`src/rtl/lhm_pkg.sv`:
```
// Shared types, codes and reset values of the link heartbeat monitor.
// Depends on nothing; every other file of the block imports it.
`default_nettype none
package lhm_pkg;

    localparam int LINK_W            = 4;
    localparam int TIME_W            = 32;
    localparam int CNT_W             = 8;
    localparam int ST_W              = 3;
    localparam int CMD_W             = 3;
    localparam int CFG_IDX_W         = 3;
    localparam int CFG_DATA_W        = 32;
    localparam int DEFAULT_NUM_LINKS = 16;
    localparam int QUEUE_DEPTH       = 2;

    // Command codes.
    localparam logic [CMD_W-1:0] CMD_ADD     = 3'd0;
    localparam logic [CMD_W-1:0] CMD_REMOVE  = 3'd1;
    localparam logic [CMD_W-1:0] CMD_SWEEP   = 3'd2;
    localparam logic [CMD_W-1:0] CMD_PING_RX = 3'd3;
    localparam logic [CMD_W-1:0] CMD_PONG_RX = 3'd4;
    localparam logic [CMD_W-1:0] CMD_OUTCOME = 3'd5;

    // Link status codes.
    localparam logic [ST_W-1:0] ST_UNKNOWN      = 3'd0;
    localparam logic [ST_W-1:0] ST_CONNECTED    = 3'd1;
    localparam logic [ST_W-1:0] ST_MISSING      = 3'd2;
    localparam logic [ST_W-1:0] ST_DISCONNECTED = 3'd3;
    localparam logic [ST_W-1:0] ST_CONNECTING   = 3'd4;
    localparam logic [ST_W-1:0] ST_FAILED       = 3'd5;

    // Configuration register indexes.
    localparam logic [CFG_IDX_W-1:0] CFG_SEND_INTERVAL   = 3'd0;
    localparam logic [CFG_IDX_W-1:0] CFG_RECEIVE_TIMEOUT = 3'd1;
    localparam logic [CFG_IDX_W-1:0] CFG_MISS_LIMIT      = 3'd2;
    localparam logic [CFG_IDX_W-1:0] CFG_PING_ENABLE     = 3'd3;
    localparam logic [CFG_IDX_W-1:0] CFG_WATCH_ENABLE    = 3'd4;
    localparam logic [CFG_IDX_W-1:0] CFG_AUTO_RETRY      = 3'd5;
    localparam logic [CFG_IDX_W-1:0] CFG_RETRY_DELAY     = 3'd6;
    localparam logic [CFG_IDX_W-1:0] CFG_RETRY_LIMIT     = 3'd7;

    localparam logic [TIME_W-1:0] RST_SEND_INTERVAL   = 32'd30000;
    localparam logic [TIME_W-1:0] RST_RECEIVE_TIMEOUT = 32'd90000;
    localparam logic [CNT_W-1:0]  RST_MISS_LIMIT      = 8'd3;
    localparam logic [TIME_W-1:0] RST_RETRY_DELAY     = 32'd5000;
    localparam logic [CNT_W-1:0]  RST_RETRY_LIMIT     = 8'd10;

    typedef struct packed {
        logic [TIME_W-1:0] send_interval_ms;
        logic [TIME_W-1:0] receive_timeout_ms;
        logic [CNT_W-1:0]  miss_limit;
        logic              ping_enable;
        logic              watch_enable;
        logic              auto_retry;
        logic [TIME_W-1:0] retry_delay_ms;
        logic [CNT_W-1:0]  retry_limit;
    } t_cfg;

    // One classified input word as it waits in the queue.
    typedef struct packed {
        logic [CMD_W-1:0]  cmd;
        logic [LINK_W-1:0] link;
        logic              in_range;
        logic [TIME_W-1:0] now_ms;
        logic [TIME_W-1:0] seq_in;
        logic              retry_ok;
    } t_item;

    typedef struct packed {
        logic              valid;
        t_item             item;
    } t_queue_out;

    // One row of the link table.
    typedef struct packed {
        logic              present;
        logic [ST_W-1:0]   status;
        logic [TIME_W-1:0] last_send_time;
        logic [TIME_W-1:0] last_receive_time;
        logic [TIME_W-1:0] last_seen_seq;
        logic [TIME_W-1:0] next_ping_seq;
        logic [CNT_W-1:0]  misses;
        logic [CNT_W-1:0]  attempts;
    } t_entry;

endpackage
`default_nettype wire

```
`src/rtl/lhm_cfg.sv`:
```
// Configuration register file of the link heartbeat monitor.
// Depends on lhm_pkg.
`default_nettype none
module lhm_cfg (
    input  wire logic                          i_clk,
    input  wire logic                          i_rst_n,
    input  wire logic                          i_cfg_we,
    input  wire logic [lhm_pkg::CFG_IDX_W-1:0] i_cfg_index,
    input  wire logic [lhm_pkg::CFG_DATA_W-1:0] i_cfg_data,
    output lhm_pkg::t_cfg                      o_cfg
);
    import lhm_pkg::*;

    t_cfg r_cfg;

    always_ff @(posedge i_clk) begin
        if (!i_rst_n) begin
            r_cfg.send_interval_ms   <= RST_SEND_INTERVAL;
            r_cfg.receive_timeout_ms <= RST_RECEIVE_TIMEOUT;
            r_cfg.miss_limit         <= RST_MISS_LIMIT;
            r_cfg.ping_enable        <= 1'b1;
            r_cfg.watch_enable       <= 1'b1;
            r_cfg.auto_retry         <= 1'b1;
            r_cfg.retry_delay_ms     <= RST_RETRY_DELAY;
            r_cfg.retry_limit        <= RST_RETRY_LIMIT;
        end else if (i_cfg_we) begin
            unique case (i_cfg_index)
                CFG_SEND_INTERVAL:   r_cfg.send_interval_ms   <= i_cfg_data[TIME_W-1:0];
                CFG_RECEIVE_TIMEOUT: r_cfg.receive_timeout_ms <= i_cfg_data[TIME_W-1:0];
                CFG_MISS_LIMIT:      r_cfg.miss_limit         <= i_cfg_data[CNT_W-1:0];
                CFG_PING_ENABLE:     r_cfg.ping_enable        <= i_cfg_data[0];
                CFG_WATCH_ENABLE:    r_cfg.watch_enable       <= i_cfg_data[0];
                CFG_AUTO_RETRY:      r_cfg.auto_retry         <= i_cfg_data[0];
                CFG_RETRY_DELAY:     r_cfg.retry_delay_ms     <= i_cfg_data[TIME_W-1:0];
                CFG_RETRY_LIMIT:     r_cfg.retry_limit        <= i_cfg_data[CNT_W-1:0];
                default: ;
            endcase
        end
    end

    assign o_cfg = r_cfg;

endmodule
`default_nettype wire

```
`src/rtl/lhm_front.sv`:
```
// Front end: accepts input words, checks the link index against the table
// size and holds them in a short queue for the back end. Depends on lhm_pkg.
`default_nettype none
module lhm_front #(
    parameter int NUM_LINKS = lhm_pkg::DEFAULT_NUM_LINKS
) (
    input  wire logic                       i_clk,
    input  wire logic                       i_rst_n,
    input  wire logic                       i_valid,
    output logic                            o_ready,
    input  wire logic [lhm_pkg::CMD_W-1:0]  i_cmd,
    input  wire logic [lhm_pkg::LINK_W-1:0] i_link,
    input  wire logic [lhm_pkg::TIME_W-1:0] i_now_ms,
    input  wire logic [lhm_pkg::TIME_W-1:0] i_seq_in,
    input  wire logic                       i_retry_ok,
    input  wire logic                       i_hold,
    input  wire logic                       i_pop,
    output lhm_pkg::t_queue_out             o_queue
);
    import lhm_pkg::*;

    localparam int PTR_W = (QUEUE_DEPTH > 1) ? $clog2(QUEUE_DEPTH) : 1;
    localparam int QCNT_W = $clog2(QUEUE_DEPTH + 1);

    t_item             r_q [QUEUE_DEPTH];
    logic [PTR_W-1:0]  r_wp, r_rp;
    logic [QCNT_W-1:0] r_cnt;
    t_item             in_item;
    logic              push, pop;

    always_comb begin
        in_item.cmd      = i_cmd;
        in_item.link     = i_link;
        in_item.in_range = int'(i_link) < NUM_LINKS;
        in_item.now_ms   = i_now_ms;
        in_item.seq_in   = i_seq_in;
        in_item.retry_ok = i_retry_ok;
    end

    assign o_ready = (r_cnt != QCNT_W'(QUEUE_DEPTH)) && !i_hold;
    assign push    = i_valid && o_ready;
    assign pop     = i_pop && (r_cnt != '0);

    always_ff @(posedge i_clk) begin
        if (push) begin
            r_q[r_wp] <= in_item;
        end
    end

    always_ff @(posedge i_clk) begin
        if (!i_rst_n) begin
            r_wp  <= '0;
            r_rp  <= '0;
            r_cnt <= '0;
        end else begin
            if (push) begin
                r_wp <= (r_wp == PTR_W'(QUEUE_DEPTH - 1)) ? '0 : r_wp + 1'b1;
            end
            if (pop) begin
                r_rp <= (r_rp == PTR_W'(QUEUE_DEPTH - 1)) ? '0 : r_rp + 1'b1;
            end
            if (push && !pop) begin
                r_cnt <= r_cnt + 1'b1;
            end else if (pop && !push) begin
                r_cnt <= r_cnt - 1'b1;
            end
        end
    end

    assign o_queue.valid = (r_cnt != '0);
    assign o_queue.item  = r_q[r_rp];

endmodule
`default_nettype wire

```
`src/rtl/lhm_back.sv`:
```
// Back end: link table memory, per-link read-modify-write of one word at a
// time and the result register. Depends on lhm_pkg.
`default_nettype none
module lhm_back #(
    parameter int NUM_LINKS = lhm_pkg::DEFAULT_NUM_LINKS
) (
    input  wire logic                    i_clk,
    input  wire logic                    i_rst_n,
    input  lhm_pkg::t_cfg                i_cfg,
    input  lhm_pkg::t_queue_out          i_queue,
    output logic                         o_pop,
    output logic                         o_clearing,
    output logic                         o_valid,
    input  wire logic                    i_ready,
    output logic                         o_known,
    output logic [lhm_pkg::ST_W-1:0]     o_link_status,
    output logic                         o_status_changed,
    output logic                         o_send_ping,
    output logic [lhm_pkg::TIME_W-1:0]   o_ping_seq,
    output logic                         o_send_pong,
    output logic [lhm_pkg::TIME_W-1:0]   o_pong_seq,
    output logic                         o_retry_request,
    output logic [lhm_pkg::CNT_W-1:0]    o_miss_count
);
    import lhm_pkg::*;

    localparam int ADDR_W = (NUM_LINKS > 1) ? $clog2(NUM_LINKS) : 1;

    typedef enum logic [1:0] {S_CLEAR, S_IDLE, S_EXEC} t_state;

    t_state            r_state;
    logic [ADDR_W-1:0] r_clr_cnt;
    logic [ADDR_W-1:0] r_addr;
    t_item             r_item;
    t_entry            r_mem [NUM_LINKS];
    t_entry            r_rd;

    logic              r_valid, r_known, r_changed, r_sp, r_spo, r_rr;
    logic [ST_W-1:0]   r_status;
    logic [TIME_W-1:0] r_ps, r_pos;
    logic [CNT_W-1:0]  r_miss;

    logic [ADDR_W-1:0] rd_addr;
    logic              out_free, exec_done;
    logic              mem_we;
    logic [ADDR_W-1:0] mem_waddr;
    t_entry            mem_wdata;

    // Execution of one word.
    t_entry            w;
    logic              was, wr_en, now_known, ping_due, timed_out;
    logic              sp, spo, rr;
    logic [TIME_W-1:0] ps, pos, send_gap;
    logic [CNT_W-1:0]  m1;
    logic [ST_W-1:0]   old_st, new_st;

    assign rd_addr   = i_queue.item.in_range ? ADDR_W'(i_queue.item.link) : '0;
    assign o_pop     = (r_state == S_IDLE) && i_queue.valid;
    assign out_free  = !r_valid || i_ready;
    assign exec_done = (r_state == S_EXEC) && out_free;
    assign o_clearing = (r_state == S_CLEAR);

    always_comb begin
        was    = r_item.in_range && r_rd.present;
        old_st = was ? r_rd.status : ST_UNKNOWN;
        w      = r_rd;
        sp     = 1'b0;
        ps     = '0;
        spo    = 1'b0;
        pos    = '0;
        rr     = 1'b0;
        ping_due  = i_cfg.ping_enable &&
                    ((r_item.now_ms - r_rd.last_send_time) >= i_cfg.send_interval_ms);
        timed_out = i_cfg.watch_enable &&
                    ((r_item.now_ms - r_rd.last_receive_time) >= i_cfg.receive_timeout_ms);
        // A ping sent by this sweep restarts the send clock.
        send_gap  = ping_due ? '0 : (r_item.now_ms - r_rd.last_send_time);
        m1        = (r_rd.misses == {CNT_W{1'b1}}) ? r_rd.misses : r_rd.misses + 1'b1;

        if ((r_item.cmd == CMD_ADD) && r_item.in_range) begin
            w.present           = 1'b1;
            w.status            = ST_CONNECTED;
            w.last_send_time    = r_item.now_ms - i_cfg.send_interval_ms;
            w.last_receive_time = r_item.now_ms;
            w.last_seen_seq     = '0;
            w.next_ping_seq     = TIME_W'(1);
            w.misses            = '0;
            w.attempts          = '0;
        end else if (was) begin
            case (r_item.cmd)
                CMD_REMOVE: begin
                    w.present = 1'b0;
                end
                CMD_SWEEP: begin
                    if (ping_due) begin
                        sp              = 1'b1;
                        ps              = r_rd.next_ping_seq;
                        w.next_ping_seq = r_rd.next_ping_seq + 1'b1;
                        w.last_send_time = r_item.now_ms;
                    end
                    if (timed_out) begin
                        w.misses = m1;
                        if (m1 >= i_cfg.miss_limit) begin
                            if ((r_rd.status == ST_CONNECTED) ||
                                (r_rd.status == ST_MISSING)) begin
                                w.status = ST_DISCONNECTED;
                                if (i_cfg.auto_retry) begin
                                    if (r_rd.attempts >= i_cfg.retry_limit) begin
                                        w.status = ST_FAILED;
                                    end else if (send_gap >= i_cfg.retry_delay_ms) begin
                                        w.attempts = r_rd.attempts + 1'b1;
                                        w.status   = ST_CONNECTING;
                                        rr         = 1'b1;
                                    end
                                end
                            end
                        end else if (r_rd.status == ST_CONNECTED) begin
                            w.status = ST_MISSING;
                        end
                    end
                end
                CMD_PING_RX: begin
                    spo = 1'b1;
                    pos = r_item.seq_in;
                end
                CMD_PONG_RX: begin
                    w.last_receive_time = r_item.now_ms;
                    w.last_seen_seq     = r_item.seq_in;
                    w.misses            = '0;
                    w.status            = ST_CONNECTED;
                end
                CMD_OUTCOME: begin
                    if (r_rd.status == ST_CONNECTING) begin
                        if (r_item.retry_ok) begin
                            w.misses            = '0;
                            w.last_receive_time = r_item.now_ms;
                            w.status            = ST_CONNECTED;
                        end else begin
                            w.last_send_time = r_item.now_ms;
                        end
                    end
                end
                default: ;
            endcase
        end

        wr_en     = r_item.in_range && ((r_item.cmd == CMD_ADD) || was);
        now_known = r_item.in_range && w.present;
        new_st    = now_known ? w.status : ST_UNKNOWN;
    end

    // The table is swept to absent after reset, one row a cycle.
    always_comb begin
        mem_we    = o_clearing || (exec_done && wr_en);
        mem_waddr = o_clearing ? r_clr_cnt : r_addr;
        mem_wdata = o_clearing ? t_entry'('0) : w;
    end

    always_ff @(posedge i_clk) begin
        if (mem_we) begin
            r_mem[mem_waddr] <= mem_wdata;
        end
        if (o_pop) begin
            r_rd <= r_mem[rd_addr];
        end
    end

    always_ff @(posedge i_clk) begin
        if (!i_rst_n) begin
            r_state   <= S_CLEAR;
            r_clr_cnt <= '0;
            r_valid   <= 1'b0;
        end else begin
            if (exec_done) begin
                r_valid <= 1'b1;
            end else if (r_valid && i_ready) begin
                r_valid <= 1'b0;
            end
            unique case (r_state)
                S_CLEAR: begin
                    if (r_clr_cnt == ADDR_W'(NUM_LINKS - 1)) begin
                        r_state <= S_IDLE;
                    end else begin
                        r_clr_cnt <= r_clr_cnt + 1'b1;
                    end
                end
                S_IDLE: begin
                    if (i_queue.valid) begin
                        r_item  <= i_queue.item;
                        r_addr  <= rd_addr;
                        r_state <= S_EXEC;
                    end
                end
                S_EXEC: begin
                    if (out_free) begin
                        r_known   <= now_known;
                        r_status  <= new_st;
                        r_changed <= (new_st != old_st);
                        r_sp      <= sp;
                        r_ps      <= ps;
                        r_spo     <= spo;
                        r_pos     <= pos;
                        r_rr      <= rr;
                        r_miss    <= now_known ? w.misses : '0;
                        r_state   <= S_IDLE;
                    end
                end
                default: r_state <= S_IDLE;
            endcase
        end
    end

    assign o_valid          = r_valid;
    assign o_known          = r_known;
    assign o_link_status    = r_status;
    assign o_status_changed = r_changed;
    assign o_send_ping      = r_sp;
    assign o_ping_seq       = r_ps;
    assign o_send_pong      = r_spo;
    assign o_pong_seq       = r_pos;
    assign o_retry_request  = r_rr;
    assign o_miss_count     = r_miss;

endmodule
`default_nettype wire

```
`src/rtl/link_heartbeat_monitor.sv`:
```
// Top level of the link heartbeat monitor: configuration registers, front
// queue and back end. Depends on lhm_pkg, lhm_cfg, lhm_front and lhm_back.
//
//  channel  | handshake            | payload
//  ---------+----------------------+-------------------------------------------
//  input    | i_valid / o_ready    | cmd, link, now_ms, seq_in, retry_ok
//  result   | o_valid / i_ready    | known, link_status, status_changed,
//           |                      | send_ping, ping_seq, send_pong, pong_seq,
//           |                      | retry_request, miss_count
//  config   | i_cfg_we             | i_cfg_index, i_cfg_data
//
// Each word passes two steps in the back end: a read of the link's table row
// from memory, then an update of the row and a load of the result register,
// which waits while an earlier result waits for i_ready; no new word is taken
// until the last is through. After reset the table is cleared one row a cycle
// with o_ready low. A two-word queue accepts until full while a result waits.
`default_nettype none
module link_heartbeat_monitor #(
    parameter int NUM_LINKS = lhm_pkg::DEFAULT_NUM_LINKS
) (
    input  wire logic                           i_clk,
    input  wire logic                           i_rst_n,
    input  wire logic                           i_valid,
    output logic                                o_ready,
    input  wire logic [lhm_pkg::CMD_W-1:0]      i_cmd,
    input  wire logic [lhm_pkg::LINK_W-1:0]     i_link,
    input  wire logic [lhm_pkg::TIME_W-1:0]     i_now_ms,
    input  wire logic [lhm_pkg::TIME_W-1:0]     i_seq_in,
    input  wire logic                           i_retry_ok,
    output logic                                o_valid,
    input  wire logic                           i_ready,
    output logic                                o_known,
    output logic [lhm_pkg::ST_W-1:0]            o_link_status,
    output logic                                o_status_changed,
    output logic                                o_send_ping,
    output logic [lhm_pkg::TIME_W-1:0]          o_ping_seq,
    output logic                                o_send_pong,
    output logic [lhm_pkg::TIME_W-1:0]          o_pong_seq,
    output logic                                o_retry_request,
    output logic [lhm_pkg::CNT_W-1:0]           o_miss_count,
    input  wire logic                           i_cfg_we,
    input  wire logic [lhm_pkg::CFG_IDX_W-1:0]  i_cfg_index,
    input  wire logic [lhm_pkg::CFG_DATA_W-1:0] i_cfg_data
);
    import lhm_pkg::*;

    t_cfg       cfg;
    t_queue_out queue;
    logic       pop, clearing;

    lhm_cfg u_cfg (
        .i_clk       (i_clk),
        .i_rst_n     (i_rst_n),
        .i_cfg_we    (i_cfg_we),
        .i_cfg_index (i_cfg_index),
        .i_cfg_data  (i_cfg_data),
        .o_cfg       (cfg)
    );

    lhm_front #(
        .NUM_LINKS (NUM_LINKS)
    ) u_front (
        .i_clk      (i_clk),
        .i_rst_n    (i_rst_n),
        .i_valid    (i_valid),
        .o_ready    (o_ready),
        .i_cmd      (i_cmd),
        .i_link     (i_link),
        .i_now_ms   (i_now_ms),
        .i_seq_in   (i_seq_in),
        .i_retry_ok (i_retry_ok),
        .i_hold     (clearing),
        .i_pop      (pop),
        .o_queue    (queue)
    );

    lhm_back #(
        .NUM_LINKS (NUM_LINKS)
    ) u_back (
        .i_clk            (i_clk),
        .i_rst_n          (i_rst_n),
        .i_cfg            (cfg),
        .i_queue          (queue),
        .o_pop            (pop),
        .o_clearing       (clearing),
        .o_valid          (o_valid),
        .i_ready          (i_ready),
        .o_known          (o_known),
        .o_link_status    (o_link_status),
        .o_status_changed (o_status_changed),
        .o_send_ping      (o_send_ping),
        .o_ping_seq       (o_ping_seq),
        .o_send_pong      (o_send_pong),
        .o_pong_seq       (o_pong_seq),
        .o_retry_request  (o_retry_request),
        .o_miss_count     (o_miss_count)
    );

endmodule
`default_nettype wire
```
`config.mk`:
```
export PLATFORM = sky130hd
export DESIGN_NAME = link_heartbeat_monitor
export DESIGN_NICKNAME = d
export VERILOG_FILES = /design/src/rtl/lhm_pkg.sv /design/src/rtl/lhm_cfg.sv /design/src/rtl/lhm_front.sv /design/src/rtl/lhm_back.sv /design/src/rtl/link_heartbeat_monitor.sv
export SDC_FILE = /design/constraint.sdc
export NUM_CORES = 2
export LEC_CHECK = 0
export ABC_AREA = 1
export BUFFER_PORTS_ARGS = -buffer_cell sky130_fd_sc_hd__buf_2
export CORE_MARGIN = 2
export CORE_UTILIZATION = 45
export CTS_BUF_LIST = sky130_fd_sc_hd__clkbuf_4 sky130_fd_sc_hd__clkbuf_8
export DETAILED_ROUTE_END_ITERATION = 7
export SYNTH_ARGS = -nofsm -noshare
export SYNTH_HDL_FRONTEND = slang
export SYNTH_SLANG_ARGS = --single-unit
```
`constraint.sdc`:
```
create_clock -name i_clk -period 14.2 [get_ports i_clk]
set_clock_uncertainty 0.2 [all_clocks]
set_input_delay 2.13 -clock i_clk [delete_from_list [all_inputs] [get_ports i_clk]]
set_output_delay 2.13 -clock i_clk [all_outputs]
set_load 0.05 [all_outputs]
```
==> results.py <==
metrics = {
    "run_status": {
        "status": "completed",
    },
    "setup_path": {
        "critical_path_required_ps": 14690,
        "slowest_stage": "a21oi_1",
        "cp-end-kind": "register",
        "worst_setup_path_start_kind": "register",
        "worstSetupPathType": "register to register",
        "critPathMaxFanout": 39,
        "arrival_ps": 9470,
        "slowest_delay_ps": 790,
        "ff2ff_path_depth": 33,
        "cp_common_cell": "nand2_1",
    },
    "route": {
        "wirelength_mm": 316,
        "wl_per_cell_um": 25.3,
        "viasPerCell": 5.83,
        "vias": 72700,
        "ant_nets": 0,
        "drtPass1Iterations": 6,
        "drc": 0,
        "drt_iter0_drc": 7493,
    },
    "timing": {
        "finalSetupViolations": 0,
        "fin_crit_sh_pct": 63.2,
        "clock.fmax_ghz": 0.111,
        "rsz0062_at_grt": "no",
        "hold_viol": 0,
        "maxSlewHeadroom_pct": 10.1,
        "period_minus_slack_ps": 8970,
        "tns_ps": 0,
        "tightest_slew_ps": 1350,
        "report.final.slew_viol_count": 0,
    },
    "global_route": {
        "gr-usage-all-layers_pct": 26.1,
        "antenna_found_initial": 12,
        "met1_usage_pct": 37.1,
        "grt_pass1_vias": 68600,
        "grt-busiest-layer": "met2",
        "grt_max_degree": 211,
        "gr-total-overflow": 0,
        "use_met3_pct": 4.23,
        "grt_pass1_wl_mm": 460,
        "globalRouteMet2Util_pct": 41.0,
    },
    "yosys": {
        "synth_area_um2": 104000,
        "netlist-cell-type-count": 66,
        "synth_top_area_share_pct": 65.5,
        "synthTopCellsByArea": "edfxtp_1, o21ai_0, a21oi_1",
        "synth_seq_area_share_pct": 68.0,
        "ys_async_sr_fraction_pct": 0,
        "synth_edf_count": 2268,
        "synth_most_common_cell": "edfxtp_1",
        "synth_common_cells": "edfxtp_1, o21ai_0, a21oi_1",
        "ys_ff_latch": 2395,
        "yosysWarnings": 0,
        "syn_nets": 9310,
        "ys.flop_type": "edfxtp_1",
        "syn_avg_cell_area_um2": 11.6,
        "synth_top_area_cell": "edfxtp_1",
        "syn_inst": 8985,
    },
    "place": {
        "placed_cells": 11800,
        "dp_hpwl_mm": 179,
        "place.gp.congestion": 0.944,
        "place.port_buffers": 193,
    },
    "die": {
        "rows": 176,
        "die_x_um": 485,
        "core_area_um2": 230000,
        "die_y_um": 485,
        "ios": 194,
        "start_util_pct": 45.2,
        "dieArea_um2": 235000,
    },
    "layout": {
        "fillerInstances": 20200,
        "syn_to_final_growth_pct": 11.1,
        "nNetsFinal": 9474,
        "layout-drive-gt1-share_pct": 11.1,
        "register_area_um2": 70600,
        "multi_input_area_um2": 28500,
        "fin_cells": 12500,
    },
    "clocking": {
        "postCtsSetupRepairBufs": 0,
        "numClockSinks": 2395,
        "path_clk_slew_ps": 70,
        "cts.repair.resized": 0,
        "cts_tree": "yes",
        "cts_buffer_depth": 4,
        "cts_root_buf": "clkbuf_8",
        "htreeDepth": 5,
        "cts_inserted_buffers": 407,
        "hold_buffers": 0,
        "clock_latency_ps": 1110,
    },
    "hold_path": {
        "worstHoldPathCells": 1,
        "min_path_type": "register to register",
    },
    "power_and_ir_drop": {
        "swShare_pct": 25.8,
        "intPower_mw": 12.0,
        "p_total_mw": 16.2,
        "power_frac_comb_pct": 10.4,
        "clkPwrFrac_pct": 36.4,
        "switchingPower_mw": 4.18,
        "power_density_nw_per_um2": 140,
        "leakagePower_nw": 41.1,
        "pwr-share-seq_pct": 53.3,
        "ir_worst_vdd_mv": 0.233,
    },
    "job": {
        "max_cap_violations": 0,
    },
}
## critical path: cells and delay by family (launching register included)
family                   cells  cell delay [ps]
AND/OR/NAND/NOR             22             4190
flip-flops                   1              480
buffers and inverters        2              540
XOR/XNOR                     1              380
adder cells (fa/ha/maj)      3             1050
AO/OA/AOI/OAI                5             1680
## power groups by stage
stage	combinational (mW)	sequential (mW)	clock (mW)
global placement	1.66	8.75	0
floorplan	0.926	8.84	0
CTS	1.68	8.63	5.99
detailed placement	1.67	8.77	0
global route	1.81	8.67	6.29
finish	1.68	8.63	5.89
## final timing paths
| path | from | to | slack, ps |
|---|---|---|---|
| worst max-delay path | u_back.r_item[48] | u_back.r_mem[3][1] | 5230 |
| worst min-delay path | u_front.r_rp | u_front.r_rp | 260 |
| worst max register to register | u_back.r_item[48] | u_back.r_mem[3][1] | 5230 |
| worst min register to register | u_front.r_rp | u_front.r_rp | 260 |
## layout make-up
| class | instances | share of cell area (%) |
|---|---|---|
| inverter | 736 | 2.41 |
| clock inverter | 126 | 0.557 |
| timing repair buffer | 326 | 1.88 |
| antenna | 12 | 0.0260 |
| sequential | 2395 | 61.2 |
| tap | 3026 | 3.28 |
| clock buffer | 572 | 5.99 |
| multi-input combinational | 5283 | 24.7 |
## sequential cells by signal (all words and copies together) (netlist names), 2 cells and up, named ones only
signal	flops
u_back.r_addr	4
u_back.o_link_status	3
u_back.o_ping_seq	32
u_back.r_clr_cnt	4
u_back.r_mem	1856
u_back.o_pong_seq	32
u_cfg.o_cfg	115
u_back.r_rd	116
u_back.r_state	2
u_front.r_cnt	2
u_back.o_miss_count	8
u_back.r_item	68
u_front.r_q	144
## cells by family (layout without fill, tap and decap cells)
group / Yosys count / after routing / share of synthesized area, %
AO/OA/AOI/OAI: 3192 / 3192 / 16.7
flip-flops: 2395 / 2395 / 68.0
AND/OR/NAND/NOR: 1785 / 1785 / 7.11
buffers and inverters: 1307 / 1760 / 4.87
adder cells (fa/ha/maj): 213 / 213 / 2.59
XOR/XNOR: 92 / 92 / 0.782
multiplexers: 1 / 1 / 0.00963
other: 0 / 12 / 0
## layer usage
metal	part of all wire (%)	up-vias	routed length [um]
met1	43	35800	136000
met3	7.8	559	24600
met2	46	3135	146000
met4	3.0	4	9480
li1	-	33100	-
met5	0.0044	-	14
## placed cells by master, fill, tap and decap left out, types with 16 or more instances in the layout
| cell | instances |
|---|---|
| o21ai_0 | 1425 |
| nand3_1 | 72 |
| xor2_1 | 74 |
| dfxtp_1 | 126 |
| xnor2_1 | 17 |
| nor3_1 | 231 |
| buf_4 | 118 |
| clkbuf_4 | 153 |
| nor2_1 | 607 |
| a21oi_1 | 1302 |
| o221ai_1 | 192 |
| ha_1 | 210 |
| inv_1 | 716 |
| clkinv_1 | 91 |
| o21ai_1 | 40 |
| clkinv_2 | 28 |
| nor2_4 | 25 |
| o32ai_1 | 43 |
| clkbuf_8 | 419 |
| edfxtp_1 | 2268 |
| nand4_1 | 22 |
| buf_12 | 16 |
| buf_2 | 192 |
| nand2_1 | 771 |
| o211ai_1 | 95 |
## metrics by stage
step | setup WS [ps] | utilization (%) | cell area, um^2 | hold slack [ps]
3_3_place_gp | 5280 | 46.9 | 108000 | 233
6_report | 5230 | 50.2 | 115000 | 260
3_5_place_dp | 5160 | 46.9 | 108000 | 250
4_1_cts | 5110 | 50.2 | 115000 | 259
2_1_floorplan | 4240 | - | 104000 | 226
5_1_grt | 4580 | 50.2 | 115000 | 282
Note: power is estimated with default switching activity, not from simulation.
